[src/design/rsld_pkg.sv]
// ----------------------------------------------------------------------------
// rsld_pkg
// shared types and constants of the run-length sprite line decoder
// ----------------------------------------------------------------------------
`default_nettype none

package rsld_pkg;

  localparam int unsigned MAX_WIDTH  = 1024;
  localparam int unsigned MAX_HEIGHT = 1024;

  localparam int unsigned WORD_W = 16;
  localparam int unsigned REG_W  = 11;
  localparam int unsigned POS_W  = 10;
  localparam int unsigned COL_W  = 17;
  localparam int unsigned IDX_W  = 2;

  localparam logic [WORD_W-1:0] CODE_SKIP = 16'h00C0;
  localparam logic [WORD_W-1:0] CODE_COPY = 16'h00C1;

  localparam logic [IDX_W-1:0] REG_CLIP_LEFT  = 2'd0;
  localparam logic [IDX_W-1:0] REG_CLIP_RIGHT = 2'd1;
  localparam logic [IDX_W-1:0] REG_LINE_COUNT = 2'd2;

  localparam logic KIND_PIXEL = 1'b0;
  localparam logic KIND_ERROR = 1'b1;

  typedef struct packed {
    logic [REG_W-1:0] clip_left;
    logic [REG_W-1:0] clip_right;
    logic [REG_W-1:0] line_count;
  } cfg_t;

  typedef struct packed {
    logic              result_kind;
    logic [POS_W-1:0]  pixel_x;
    logic [POS_W-1:0]  pixel_y;
    logic [WORD_W-1:0] pixel_value;
  } result_t;

endpackage

`default_nettype wire

[src/design/rsld_in_if.sv]
// ----------------------------------------------------------------------------
// rsld_in_if
// stream word channel into the decoder
// ----------------------------------------------------------------------------
`default_nettype none

interface rsld_in_if;
  logic                        valid;
  logic                        ready;
  logic [rsld_pkg::WORD_W-1:0] stream_word;
  logic                        image_start;

  modport source (output valid, output stream_word, output image_start, input ready);
  modport sink   (input valid, input stream_word, input image_start, output ready);
endinterface

`default_nettype wire

[src/design/rsld_out_if.sv]
// ----------------------------------------------------------------------------
// rsld_out_if
// result channel out of the decoder
// ----------------------------------------------------------------------------
`default_nettype none

interface rsld_out_if;
  logic                        valid;
  logic                        ready;
  logic                        result_kind;
  logic [rsld_pkg::POS_W-1:0]  pixel_x;
  logic [rsld_pkg::POS_W-1:0]  pixel_y;
  logic [rsld_pkg::WORD_W-1:0] pixel_value;

  modport source (output valid, output result_kind, output pixel_x, output pixel_y,
                  output pixel_value, input ready);
  modport sink   (input valid, input result_kind, input pixel_x, input pixel_y,
                  input pixel_value, output ready);
endinterface

`default_nettype wire

[src/design/rsld_cfg_if.sv]
// ----------------------------------------------------------------------------
// rsld_cfg_if
// register write channel of the decoder
// ----------------------------------------------------------------------------
`default_nettype none

interface rsld_cfg_if;
  logic                       valid;
  logic                       ready;
  logic [rsld_pkg::IDX_W-1:0] index;
  logic [rsld_pkg::REG_W-1:0] data;

  modport source (output valid, output index, output data, input ready);
  modport sink   (input valid, input index, input data, output ready);
endinterface

`default_nettype wire

[src/design/rsld_parser.sv]
// ----------------------------------------------------------------------------
// rsld_parser
// line and run parser: updates the counters per stream word, forms a result
// ----------------------------------------------------------------------------
`default_nettype none

module rsld_parser (
  input  wire logic                        clk,
  input  wire logic                        rst_n,
  input  wire logic                        take,
  input  wire logic [rsld_pkg::WORD_W-1:0] word,
  input  wire logic                        image_start,
  input  wire rsld_pkg::cfg_t              cfg,
  output logic                             res_valid,
  output rsld_pkg::result_t                res
);

  typedef enum logic [2:0] {
    PH_LEN     = 3'd0,
    PH_CODE    = 3'd1,
    PH_SKIPCNT = 3'd2,
    PH_COPYCNT = 3'd3,
    PH_PIX     = 3'd4,
    PH_TRAIL   = 3'd5,
    PH_DONE    = 3'd6
  } phase_t;

  localparam logic [rsld_pkg::COL_W-1:0] COL_MAX = '1;
  localparam logic [rsld_pkg::REG_W-1:0] WIDTH_LIM  = rsld_pkg::REG_W'(rsld_pkg::MAX_WIDTH);
  localparam logic [rsld_pkg::REG_W-1:0] HEIGHT_LIM = rsld_pkg::REG_W'(rsld_pkg::MAX_HEIGHT);

  phase_t                        phase_r, phase_nxt;
  logic [rsld_pkg::WORD_W-1:0]   line_left_r, line_left_nxt;
  logic [rsld_pkg::WORD_W-1:0]   run_left_r, run_left_nxt;
  logic [rsld_pkg::COL_W-1:0]    col_r, col_nxt;
  logic [rsld_pkg::POS_W-1:0]    line_r, line_nxt;

  logic [rsld_pkg::REG_W-1:0]    lines_used;
  logic [rsld_pkg::REG_W-1:0]    right_lim;

  assign lines_used = (cfg.line_count > HEIGHT_LIM) ? HEIGHT_LIM : cfg.line_count;
  assign right_lim  = (cfg.clip_right > WIDTH_LIM) ? WIDTH_LIM : cfg.clip_right;

  always_comb begin
    logic [rsld_pkg::COL_W:0]   col_sum;
    logic [rsld_pkg::REG_W-1:0] line_inc;
    logic                       take_code;
    logic                       finish;

    phase_nxt     = phase_r;
    line_left_nxt = line_left_r;
    run_left_nxt  = run_left_r;
    col_nxt       = col_r;
    line_nxt      = line_r;
    res_valid     = 1'b0;
    res.result_kind = rsld_pkg::KIND_PIXEL;
    res.pixel_x     = col_r[rsld_pkg::POS_W-1:0];
    res.pixel_y     = line_r;
    res.pixel_value = word;
    take_code = 1'b0;
    finish    = 1'b0;

    if (image_start) begin
      line_nxt      = '0;
      col_nxt       = '0;
      run_left_nxt  = '0;
      line_left_nxt = '0;
      phase_nxt     = (lines_used == '0) ? PH_DONE : PH_LEN;
    end
    res.pixel_y = line_nxt;
    res.pixel_x = col_nxt[rsld_pkg::POS_W-1:0];
    col_sum = {1'b0, col_nxt} + {2'b0, word};

    unique case (phase_nxt)
      PH_LEN: begin
        col_nxt      = '0;
        run_left_nxt = '0;
        if (word == '0) begin
          finish = 1'b1;
        end else begin
          line_left_nxt = word - 1'b1;
          phase_nxt     = (line_left_nxt != '0) ? PH_CODE : PH_TRAIL;
        end
      end
      PH_CODE: begin
        if (word == rsld_pkg::CODE_SKIP) begin
          phase_nxt = PH_SKIPCNT;
        end else if (word == rsld_pkg::CODE_COPY) begin
          phase_nxt = PH_COPYCNT;
        end else begin
          res_valid       = 1'b1;
          res.result_kind = rsld_pkg::KIND_ERROR;
          res.pixel_x     = '0;
        end
        take_code = 1'b1;
      end
      PH_SKIPCNT: begin
        col_nxt   = col_sum[rsld_pkg::COL_W] ? COL_MAX : col_sum[rsld_pkg::COL_W-1:0];
        phase_nxt = PH_CODE;
        take_code = 1'b1;
      end
      PH_COPYCNT: begin
        run_left_nxt = word;
        phase_nxt    = (word != '0) ? PH_PIX : PH_CODE;
        take_code    = 1'b1;
      end
      PH_PIX: begin
        if (col_nxt >= {6'b0, cfg.clip_left} && col_nxt < {6'b0, right_lim}) begin
          res_valid = 1'b1;
        end
        if (col_nxt != COL_MAX) begin
          col_nxt = col_nxt + 1'b1;
        end
        if (run_left_nxt != '0) begin
          run_left_nxt = run_left_nxt - 1'b1;
        end
        phase_nxt = (run_left_nxt != '0) ? PH_PIX : PH_CODE;
        take_code = 1'b1;
      end
      PH_TRAIL: begin
        finish = 1'b1;
      end
      default: begin
        phase_nxt = PH_DONE;
      end
    endcase

    if (take_code) begin
      if (line_left_nxt != '0) begin
        line_left_nxt = line_left_nxt - 1'b1;
      end
      if (line_left_nxt == '0) begin
        run_left_nxt = '0;
        phase_nxt    = PH_TRAIL;
      end
    end

    line_inc = {1'b0, line_nxt} + 1'b1;
    if (finish) begin
      col_nxt       = '0;
      run_left_nxt  = '0;
      line_left_nxt = '0;
      if (line_inc >= lines_used) begin
        phase_nxt = PH_DONE;
      end else begin
        line_nxt  = line_inc[rsld_pkg::POS_W-1:0];
        phase_nxt = PH_LEN;
      end
    end
  end

  always_ff @(posedge clk) begin
    if (!rst_n) begin
      phase_r     <= PH_LEN;
      line_left_r <= '0;
      run_left_r  <= '0;
      col_r       <= '0;
      line_r      <= '0;
    end else if (take) begin
      phase_r     <= phase_nxt;
      line_left_r <= line_left_nxt;
      run_left_r  <= run_left_nxt;
      col_r       <= col_nxt;
      line_r      <= line_nxt;
    end
  end

endmodule

`default_nettype wire

[src/design/rle_sprite_line_decoder_core.sv]
// ----------------------------------------------------------------------------
// rle_sprite_line_decoder_core
// run-length sprite line decoder with clip window
// ----------------------------------------------------------------------------
// The decoder takes one stream word per clock cycle and gives at most one
// result per word in the next cycle, from a single output register: a
// clipped pixel with its column and line, or an error item for an unknown
// code word. The input stays ready while that register is empty or is
// being taken in the same cycle, so the rate is one item per cycle as long
// as the result side keeps up. Register writes are taken in every cycle and
// belong in idle periods only.
`default_nettype none

module rle_sprite_line_decoder_core (
  input  wire logic   clk,
  input  wire logic   rst_n,
  rsld_in_if.sink     in_if,
  rsld_out_if.source  out_if,
  rsld_cfg_if.sink    cfg_if
);

  rsld_pkg::cfg_t    cfg_r;
  rsld_pkg::result_t res;
  rsld_pkg::result_t out_r;
  logic              res_valid;
  logic              out_valid_r;
  logic              in_take;

  assign in_if.ready  = !out_valid_r || out_if.ready;
  assign in_take      = in_if.valid && in_if.ready;
  assign cfg_if.ready = 1'b1;

  always_ff @(posedge clk) begin
    if (!rst_n) begin
      cfg_r.clip_left  <= '0;
      cfg_r.clip_right <= rsld_pkg::REG_W'(rsld_pkg::MAX_WIDTH);
      cfg_r.line_count <= rsld_pkg::REG_W'(rsld_pkg::MAX_HEIGHT);
    end else if (cfg_if.valid) begin
      case (cfg_if.index)
        rsld_pkg::REG_CLIP_LEFT:  cfg_r.clip_left  <= cfg_if.data;
        rsld_pkg::REG_CLIP_RIGHT: cfg_r.clip_right <= cfg_if.data;
        rsld_pkg::REG_LINE_COUNT: cfg_r.line_count <= cfg_if.data;
        default: ;
      endcase
    end
  end

  rsld_parser u_parser (
    .clk         (clk),
    .rst_n       (rst_n),
    .take        (in_take),
    .word        (in_if.stream_word),
    .image_start (in_if.image_start),
    .cfg         (cfg_r),
    .res_valid   (res_valid),
    .res         (res)
  );

  // output register
  always_ff @(posedge clk) begin
    if (!rst_n) begin
      out_valid_r <= 1'b0;
    end else if (in_take && res_valid) begin
      out_valid_r <= 1'b1;
    end else if (out_if.ready) begin
      out_valid_r <= 1'b0;
    end
  end

  always_ff @(posedge clk) begin
    if (in_take && res_valid) begin
      out_r <= res;
    end
  end

  assign out_if.valid       = out_valid_r;
  assign out_if.result_kind = out_r.result_kind;
  assign out_if.pixel_x     = out_r.pixel_x;
  assign out_if.pixel_y     = out_r.pixel_y;
  assign out_if.pixel_value = out_r.pixel_value;

endmodule

`default_nettype wire
[src/flat_wrapper.sv]
// flat-port wrapper written by rule: the top's interface ports become plain ports
module rle_sprite_line_decoder_core_flat 
  (clk, rst_n, in_if_valid, in_if_stream_word, in_if_image_start, in_if_ready, out_if_valid, out_if_result_kind, out_if_pixel_x, out_if_pixel_y, out_if_pixel_value, out_if_ready, cfg_if_valid, cfg_if_index, cfg_if_data, cfg_if_ready);
  rsld_in_if in_if_i ();
  rsld_out_if out_if_i ();
  rsld_cfg_if cfg_if_i ();
  input  wire logic clk;
  input  wire logic rst_n;
  input wire logic [$bits(in_if_i.valid)-1:0] in_if_valid;
  input wire logic [$bits(in_if_i.stream_word)-1:0] in_if_stream_word;
  input wire logic [$bits(in_if_i.image_start)-1:0] in_if_image_start;
  output wire logic [$bits(in_if_i.ready)-1:0] in_if_ready;
  output wire logic [$bits(out_if_i.valid)-1:0] out_if_valid;
  output wire logic [$bits(out_if_i.result_kind)-1:0] out_if_result_kind;
  output wire logic [$bits(out_if_i.pixel_x)-1:0] out_if_pixel_x;
  output wire logic [$bits(out_if_i.pixel_y)-1:0] out_if_pixel_y;
  output wire logic [$bits(out_if_i.pixel_value)-1:0] out_if_pixel_value;
  input wire logic [$bits(out_if_i.ready)-1:0] out_if_ready;
  input wire logic [$bits(cfg_if_i.valid)-1:0] cfg_if_valid;
  input wire logic [$bits(cfg_if_i.index)-1:0] cfg_if_index;
  input wire logic [$bits(cfg_if_i.data)-1:0] cfg_if_data;
  output wire logic [$bits(cfg_if_i.ready)-1:0] cfg_if_ready;
  assign in_if_i.valid = in_if_valid;
  assign in_if_i.stream_word = in_if_stream_word;
  assign in_if_i.image_start = in_if_image_start;
  assign in_if_ready = in_if_i.ready;
  assign out_if_valid = out_if_i.valid;
  assign out_if_result_kind = out_if_i.result_kind;
  assign out_if_pixel_x = out_if_i.pixel_x;
  assign out_if_pixel_y = out_if_i.pixel_y;
  assign out_if_pixel_value = out_if_i.pixel_value;
  assign out_if_i.ready = out_if_ready;
  assign cfg_if_i.valid = cfg_if_valid;
  assign cfg_if_i.index = cfg_if_index;
  assign cfg_if_i.data = cfg_if_data;
  assign cfg_if_ready = cfg_if_i.ready;
  rle_sprite_line_decoder_core u_core (.clk(clk), .rst_n(rst_n), .in_if(in_if_i), .out_if(out_if_i), .cfg_if(cfg_if_i));
endmodule
[config.mk]
export PLATFORM = sky130hd
export DESIGN_NAME = rle_sprite_line_decoder_core_flat
export DESIGN_NICKNAME = d
export VERILOG_FILES = /design/src/design/rsld_pkg.sv /design/src/design/rsld_in_if.sv /design/src/design/rsld_out_if.sv /design/src/design/rsld_cfg_if.sv /design/src/design/rsld_parser.sv /design/src/design/rle_sprite_line_decoder_core.sv /design/src/flat_wrapper.sv
export SDC_FILE = /design/constraint.sdc
export NUM_CORES = 1
export LEC_CHECK = 0
export ABC_AREA = 1
export BUFFER_PORTS_ARGS = -buffer_cell sky130_fd_sc_hd__buf_2
export CAP_MARGIN = 15
export CORE_UTILIZATION = 48
export DETAILED_ROUTE_END_ITERATION = 8
export GPL_ROUTABILITY_DRIVEN = 1
export HOLD_SLACK_MARGIN = 0.15
export PLACE_DENSITY_LB_ADDON = 0.1
export SYNTH_ARGS = -nofsm -noshare
export SYNTH_HDL_FRONTEND = slang
export SYNTH_HIERARCHICAL = 1
export SYNTH_SLANG_ARGS = --single-unit
[constraint.sdc]
create_clock -name clk -period 10.8 [get_ports clk]
set_clock_uncertainty 0.05 [all_clocks]
set_input_delay 0.54 -clock clk [delete_from_list [all_inputs] [get_ports clk]]
set_output_delay 0.54 -clock clk [all_outputs]
set_load 0.005 [all_outputs]
# Word-level counts from Yosys, hierarchy flattened
# Cells that the tools add are included.
# W data, S select, Z words.
# op_classes
order_cmp,5
n_mux,49
n_reduce_logical,21
addsub,6
bitwise,1
n_eq_ne,10
# ops
op,n
$mux W16,13
$reduce_bool A16 Y1,5
$mux W17,4
$pmux W17 S3,1
$mux W10,5
$pmux W16 S3,1
$sub A16 B1 Y16 const B,3
$mux W3,12
$mux W11,3
$eq A16 B8 Y1 const B,2
$logic_not A16 Y1,2
$gt A11 B11 Y1 const B,2
$add A17 B16 Y18,1
$pmux W3 S6,1
$add A17 B1 Y17 const B,1
$ge A17 B11 Y1,1
$lt A17 B11 Y1,1
$ne A17 B17 Y1 const B,1
$add A10 B1 Y11 const B,1
$ge A11 B11 Y1,1
$logic_not A11 Y1,1
$mux W1,7
$eq A3 B2 Y1 const B,2
$eq A3 B3 Y1 const B,2
14 further kinds,19
# totals
word_cells,105
regBits,133
output_inout_bits,40

# Longest topological paths before layout
# Gate-level depths: netlist of the first run.
# depth
word_depth,14
depth_mapped,27

# Hierarchy
# The synthesis of the first run kept the hierarchy.
# modules_own_cells
module,seq_area_each_um2,cells_each,n_inst,area_each_um2
rsld_parser,1241.2,1331,1,7846.3
rle_sprite_line_decoder_core,1791.7,262,1,2671.3

# Worst setup path after synthesis of the first run
# No wires, ideal clock.
# synth_path
path_type,input port to flip-flop
from,in in_if_image_start
to,"reg u_core.out_r, in the netlist u_core/out_if.pixel_value[0], enable pin"
setup_ps,477
arrival_ps,5396
required_time_ps,10273
path_buffers,4
path_stages,17
slack_ps,4877
path_cell_list,buf_2 > buf_2 > buf_1 > buf_1 > nor2_1 > ha_1 > nand2_1 > nor3_1 > a2111oi_0 > o21a_1 > o21ai_0 > nand3_1 > a21oi_1 > nand2_1 > nand2_1 > inv_1 > nor3_1
# synth_between
elab_chain_len,6
word_cells_on_any_way,10
cone_classes,order compare (2); eq/ne (2); mux (4); reduce/logical (2)
# synth_rtl
item,line_no,rtl
"start, declared",flat_wrapper.sv:11,input wire logic [$bits(in_if_i.image_start)-1:0] in_if_image_start;
$mux W17,rsld_parser.sv:63,if (image_start) begin
$ge A17 B11 Y1 or $lt A17 B11 Y1 (tied branches),rsld_parser.sv:108,"if (col_nxt >= {6'b0, cfg.clip_left} && col_nxt < {6'b0, right_lim}) begin"
$logic_and A1 B1 Y1,rsld_parser.sv:108,
$mux W1,rsld_parser.sv:108,
$pmux W1 S2 *,rsld_parser.sv:74,unique case (phase_nxt)
via u_core.res_valid,rle_sprite_line_decoder_core.sv:25,logic res_valid;
$logic_and A1 B1 Y1 *,rle_sprite_line_decoder_core.sv:71,if (in_take && res_valid) begin
"end signal, assigned",rle_sprite_line_decoder_core.sv:72,out_r <= res;
"end, declared",rle_sprite_line_decoder_core.sv:24,rsld_pkg::result_t out_r;
# The timed path passes the listed nets; every way through them passes the cells marked *.
# A chain may end at the register's enable or synchronous reset.

# Worst setup path in the final report of the first run
# layout_path
from,reg u_core/cfg_r[4] in the netlist's numbering
to,reg u_core.u_parser.phase_r[2]
# layout_between
elab_chain_len,14
word_cells_on_any_way,29
cone_classes,add/sub (1); order compare (2); eq/ne (5); mux (16); reduce/logical (5)
# layout_rtl
item,line_no,rtl
"start, declared",rle_sprite_line_decoder_core.sv:22,rsld_pkg::cfg_t cfg_r;
$gt A11 B11 Y1,rsld_parser.sv:41,assign lines_used = (cfg.line_count > HEIGHT_LIM) ? HEIGHT_LIM : cfg.line_count;
$mux W11 *,rsld_parser.sv:41,
$logic_not A11 Y1,rsld_parser.sv:68,phase_nxt = (lines_used == '0) ? PH_DONE : PH_LEN;
$mux W3,rsld_parser.sv:68,
$mux W3,rsld_parser.sv:63,
$logic_not A3 Y1,rsld_parser.sv:74,
$mux W16,rsld_parser.sv:74,
$sub A16 B1 Y16 or $reduce_bool A16 Y1 (tied branches),"rsld_parser.sv:130, rsld_parser.sv:129",
$mux W16,rsld_parser.sv:129,if (line_left_nxt != '0) begin
$mux W16,rsld_parser.sv:128,if (take_code) begin
$logic_not A16 Y1,rsld_parser.sv:132,if (line_left_nxt == '0) begin
$mux W3,rsld_parser.sv:132,
$mux W3,rsld_parser.sv:128,
$mux W3 *,rsld_parser.sv:139,if (finish) begin
"end signal, assigned",rsld_parser.sv:160,phase_r <= phase_nxt;
"end, declared",rsld_parser.sv:32,"phase_t phase_r, phase_nxt;"
# Mark *: on every way between the ends. The rest lies on a longest branch, timed or not. The select of a mux whose other input is x is not followed.

==> metrics.cfg, run 1 <==
[timing]
slew_headroom = 0.272
fmax_mhz = 214
setup_viol = 0
report.final.slew_viol_count = 0
finalSetupTns_ps = 0
final-hold-violation-count = 0
tightest_slew_ps = 1090
timing.hold.ws_ps = 351
rsz0062_at_grt = no
post-route-period-util = 0.432
period_minus_slack_ps = 4670

[critical_path]
arrival_ps = 4960
crit_fanout = 31
cpMaxStageDelayCell = nand4_2
critPathLaunchType = flop
end_kind = flop
path_class = flop to flop
critical_path.max_stage_delay_ps = 600
cp.required_ps = 11090
path_common_cell = nand2_1
crit_chain = nor2_1 -> nand3_1 -> o21bai_1 -> nand2_1 -> nand2_2 -> nand4_2 -> o21ai_1 -> inv_2 -> ha_1 -> nand2_2 -> nor2_4 -> nand2_4 -> nand2_1 -> a21oi_2 -> nand3_1 -> nor2_2 -> nand2_4 -> nand2_1 -> nand2_1 -> a21oi_1

[finish]
antenna_cells = 0
nets = 1707
stdcell_count = 1904
fin_util = 0.535
layout-drive-gt1-share = 0.111
layout_commonest_cell = nand2_1
layout_common_cells = nand2_1 (403), nor2_1 (203), inv_1 (191)
area_delta_synth_final_pct = 8.01

[synth]
synth_seq_cells = 133
yosysWarnings = 6
syn-num-nets = 1684
synth_edf_count = 37
ys_types = 57
seq_area_frac_synth = 0.288
ys.flop_type = dfxtp_1
ys_top_cells_by_area = dfxtp_1 (18%), nand2_1 (14%), edfxtp_1 (11%)
netlist_area_um2 = 10500
async_flop_share = 0
syn_avg_cell_area_um2 = 6.60
synth_cells = 1593
yosys.area.top_type = dfxtp_1
yosysTopAreaCellShare = 0.183

[global_route]
track_usage = 0.294
grt_pass1_vias = 9592
antenna_found_initial = 0
grt-ovfl-total = 0
grt_max_degree = 55
grt_pass1_wl_um = 50900

[cts]
root_buffer = clkbuf_16
clock_latency_ps = 420
cts_resized = 0
cts_buffers = 17
clock-sinks = 133
post_cts_buffers = 0
htree_num_levels = 4
hold_buffers = 0
clk_pin_slew_ps = 60
cts_tree = yes
cts_buffer_depth = 2

[run_status]
status = finished, final reports clean

[detailed_routing]
drt_wl_total_um = 32300
vias = 10400
firstDrtPassIters = 5
ant_nets = 0
drc = 0
drt_iter0_drc = 837
wl_per_cell_um = 16.9
viasPerCell = 5.48

[floorplanning]
std_cell_rows = 53
die_area_um2 = 22500
core_um2 = 21200
die_h_um = 150
fp.dieW_um = 150
ios = 75
start_util = 0.496

[power_and_ir_drop]
ir_drop_mv = 0.106
p_leak_nw = 5.23
powerDensity_nw_per_um2 = 119
power.total_mw = 1.35

[hold_path]
hold_path_class = input pin to flop

[placement]
io_buffers = 73
dp.cells = 1871
gp_congestion = 1.02
hpwl_um = 23200

[run]
drv_cap = 0

## layout make-up
class                      instances  area, um2
clock inverter                    14        116
tap                              275        344
clock buffer                      18        429
multi-input combinational       1184       6260
sequential                       133       3030
timing repair buffer              80        422
fill                            2199       9860
inverter                         200        753
## report_power, final
group / internal, mW / switching, mW
Clock: 0.301 / 0.252
Sequential: 0.531 / 0.0104
Combinational: 0.0760 / 0.182
Total: 0.907 / 0.444
## sequential cells by signal, indices dropped and copies added, names as in the netlist
signal and count:
u_core/out_if.pixel_value 16, u_core/out_if.valid 1, u_core/u_parser/run_left_r 16, u_core/u_parser/phase_r 3, u_core/out_if.result_kind 1, u_core/u_parser/line_r 10
u_core/out_if.pixel_x 10, u_core/u_parser/col_r 17, u_core/cfg_r 33, u_core/out_if.pixel_y 10, u_core/u_parser/line_left_r 16
## critical path: cells and delay by family (launching register included)
kind | cells | cell delay [ps]
buffers and inverters | 1 | 160
adder cells (fa/ha/maj) | 1 | 310
AO/OA/AOI/OAI | 4 | 1410
flip-flops | 1 | 320
AND/OR/NAND/NOR | 14 | 2320
## synth_stat cells (5+ instances only)
cell        n
o21ai_2     5
dfxtp_1    96
nand2_2     7
nand2_1   403
a21oi_1   117
edfxtp_1   37
o21ai_0    81
ha_1       55
o221ai_1   14
o21ai_1    15
nor3_1     28
nand3b_1    6
o211ai_1   12
buf_4      19
buf_6      12
nand3_2    11
a31oi_1     9
xnor2_1    11
buf_2       8
nor4_1     11
xor2_1     36
nand4_1    20
nand3_1    74
clkbuf_1   33
inv_2       6
nor2_2      9
a21oi_2    11
inv_1     191
nor2_1    204
## logic make-up (layout without fill, tap and decap cells)
logic type / Yosys count / count (layout) / synth area share
and+or+nand+nor: 793 / 793 / 0.329
AOI/OAI and AO/OA: 287 / 287 / 0.159
buffers and inverters: 276 / 312 / 0.117
DFF: 133 / 133 / 0.288
adders and majority gates: 56 / 56 / 0.0673
xor gates and xnor gates: 47 / 47 / 0.0391
other: 1 / 1 / 0.000357
## path summary, 6_finish.rpt
check	slack (ps)	to	start	depth (start not counted)
worst min register to register	410	u_core/u_parser/line_r[4]	u_core/u_parser/line_r[4]	2
worst max register to register	6130	u_core/u_parser/phase_r[2]	u_core/cfg_r[4]	20
worst max-delay path	6130	u_core/u_parser/phase_r[2]	u_core/cfg_r[4]	20
worst min-delay path	350	u_core/cfg_r[12]	cfg_if_data[1]	3
## per-layer routing
layer / global-route usage / part of all wire
met5: 0 / 0
met4: 0.0965 / 0.019
met3: 0.0348 / 0.070
met2: 0.470 / 0.45
met1: 0.408 / 0.46
## metrics by stage
stage / instance area [um2] / worst slack [ps]
global route: 11400 / 5660
floorplan: 10500 / 4880
global placement: 10800 / 5910
CTS: 11300 / 6150
finish: 11400 / 6130
detailed placement: 10800 / 5770
Note: power is estimated with default switching activity, not from simulation.
==> inputs of run 2 (changes only) <==
clock period = 3.8 ns   (was 10.8 ns; I/O delays follow)
==> run 2 against run 1 <==
Register-to-register slack worse by 5900 ps. Utilization increased by 4.8 points. Clock-buffer cell count up 3. Sequential power increased to 2.8 times the previous value. First-iteration DRC count fell by 2.0%. Final area grew 8.9%. Maximum frequency grew 30%. Clock power rose to 3.1 times the previous value. Combinational power grew to 3.2 times the previous value. Largest cell class unchanged. Largest power group unchanged. Highest routed layer unchanged.
==> metrics.cfg, run 2 (synthesis gave the netlist of run 1 again) <==
[floorplanning]
std_cell_rows = 53  ; unchanged
fp.dieW_um = 150  ; unchanged
core_um2 = 21200  ; unchanged
die_area_um2 = 22500  ; unchanged
ios = 75  ; unchanged
die_h_um = 150  ; unchanged
start_util = 0.496  ; unchanged

[finish]
layout_commonest_cell = nand2_1
multi_input_area_um2 = 6390  ; +2.0%
fin_area_um2 = 12400  ; +8.9%
layout_common_cells = nand2_1 (403), nor2_1 (198), inv_1 (190)
stdcell_count = 2005  ; +5.3%
layout-drive-gt1-share = 0.152  ; +0.0404
nets = 1807  ; +5.9%
area_delta_synth_final_pct = 17.6
largest_reg_flops = 33  ; unchanged
fin_util = 0.583  ; +0.0476
largest-register = u_core/cfg_r
area.sequential_um2 = 3030  ; unchanged
n_fill_cell = 2098  ; -4.6%
reg_top3 = u_core/cfg_r x33, u_core/u_parser/col_r x17

[critical_path]
r2r_end = u_core/out_if.pixel_x[1]
crit_fanout = 15  ; -52%
arrival_ps = 3640  ; -1320 ps
worst_r2r_path_depth = 13  ; -35%
critPathLaunchType = flop
path_class = flop to flop
end_kind = flop
r2r_start = u_core/cfg_r[17]
cp.required_ps = 3870  ; -7220 ps
reg2reg_slack_ps = 220  ; -5910 ps

[detailed_routing]
drc = 0  ; unchanged
vias = 11000  ; +5.6%
drt_wl_total_um = 34600  ; +7.1%
ant_nets = 0  ; unchanged
firstDrtPassIters = 6  ; +1
viasPerCell = 5.50  ; +0.30%
drt_iter0_drc = 820  ; -2.0%
wl_per_cell_um = 17.2  ; +1.7%

[timing]
post-route-period-util = 0.941  ; +0.509
layout_setup_ws_ps = 223  ; -5910 ps
rsz0062_at_grt = yes
setup_viol = 0  ; unchanged
report.final.slew_viol_count = 0  ; unchanged
period_minus_slack_ps = 3580  ; -1090 ps
tightest_slew_ps = 966  ; -123 ps
timing.hold.ws_ps = 205  ; -147 ps
fmax_mhz = 280  ; +30%
slew_headroom = 0.355  ; +0.0840
finalSetupTns_ps = 0  ; unchanged
final-hold-violation-count = 0  ; unchanged

[hold_path]
worstHoldStart = in_if_image_start
hold_path_class = input pin to flop
hold_end = u_core/out_if.pixel_x[3]
hold_depth = 2  ; -1

[placement]
dpl_cell_area_um2 = 11300  ; +4.5%
dpl_worst_slack_ps = -91.1  ; -5860 ps
io_buffers = 73  ; unchanged
gp_congestion = 0.974  ; -4.2%
hpwl_um = 24600  ; +6.0%
dp.cells = 1935  ; +3.4%

[global_route]
grt_most_used_layer = met2
grt-ovfl-total = 0  ; unchanged
grt_pass1_vias = 9886  ; +3.1%
grt_max_degree = 54  ; -1.8%
use_met2 = 0.490  ; +0.0194
antenna_found_initial = 1  ; +1
grt_use_met1 = 0.411  ; +0.00295
track_usage = 0.306  ; +0.0126
grt_pass1_wl_um = 52500  ; +3.1%
met3_usage = 0.0445  ; +0.00976

[cts]
htree_num_levels = 4  ; unchanged
clock_latency_ps = 440  ; +20 ps
root_buffer = clkbuf_16
cts_tree = yes
cts_buffers = 17  ; unchanged
cts_buffer_depth = 2  ; unchanged
clk_pin_slew_ps = 70  ; about the same
clock-sinks = 133  ; unchanged

[run]
drv_cap = 0  ; unchanged

[power_and_ir_drop]
powerDensity_nw_per_um2 = 328  ; +180%
ir_drop_mv = 0.299  ; +180%
power.total_mw = 4.06  ; +200%
p_leak_nw = 5.71  ; +9.1%

[run_status]
status = finished, final reports clean

run 2: how the worst max path moves through the flow:
stage | from | end | cells past startpoint
finish | u_core/cfg_r[17] | u_core/out_if.pixel_x[1] | 13
global route | u_core/u_parser/line_r[1] | u_core/u_parser/line_r[7] | 21
CTS | in_if_stream_word[4] | u_core/u_parser/phase_r[2] | 24
detailed placement | in_if_stream_word[0] | u_core/u_parser/phase_r[2] | 24
global placement | in_if_stream_word[0] | u_core/u_parser/phase_r[2] | 24
floorplan | in_if_image_start | u_core/u_parser/line_r[7] | 24
run 2: layout make-up:
cell class | count | share of cell area
clock inverter | 11 | 0.00890
multi-input combinational | 1185 | 0.516
timing repair inverter | 1 | 0.000607
tap | 275 | 0.0278
sequential | 133 | 0.245
antenna | 1 | 0.000202
timing repair buffer | 178 | 0.101
inverter | 200 | 0.0612
clock buffer | 21 | 0.0390
run 2: power breakdown:
part	internal, mW	switching (mW)	total (mW)
Combinational	0.286	0.537	0.823
Sequential	1.51	0.0308	1.54
Clock	0.990	0.706	1.70
Total	2.78	1.27	4.06
run 2: metal layers:
layer  vias to the layer above  wire (um)  part of all wire
li1                       5461          -                 -
met1                      5099      15600              0.45
met2                       391      15700              0.45
met3                        78       2220             0.064
met4                         0       1070             0.031
met5                         -          0                 0
run 2: repair_timing:
item                                    CTS  global route
setup buffers                             0             5
pin swaps                                 0             3
hold buffers                             30             0
gates resized for setup                   1            24
endpoints found under the setup margin   10            58
gates cloned                              0             2
hold endpoints to repair                 50             0
run 2: worst max-delay path: stages (launching register included):
cell and delay [ps]:
dfxtp_1 310, nor4_1 340, a31o_2 310, nand2_1 90, ha_1 310, a21oi_1 180, o221a_2 210, o311ai_0 110
nand4_1 100, nand2_1 100, nand2_1 70, inv_1 110, nor3_4 610, buf_4 370
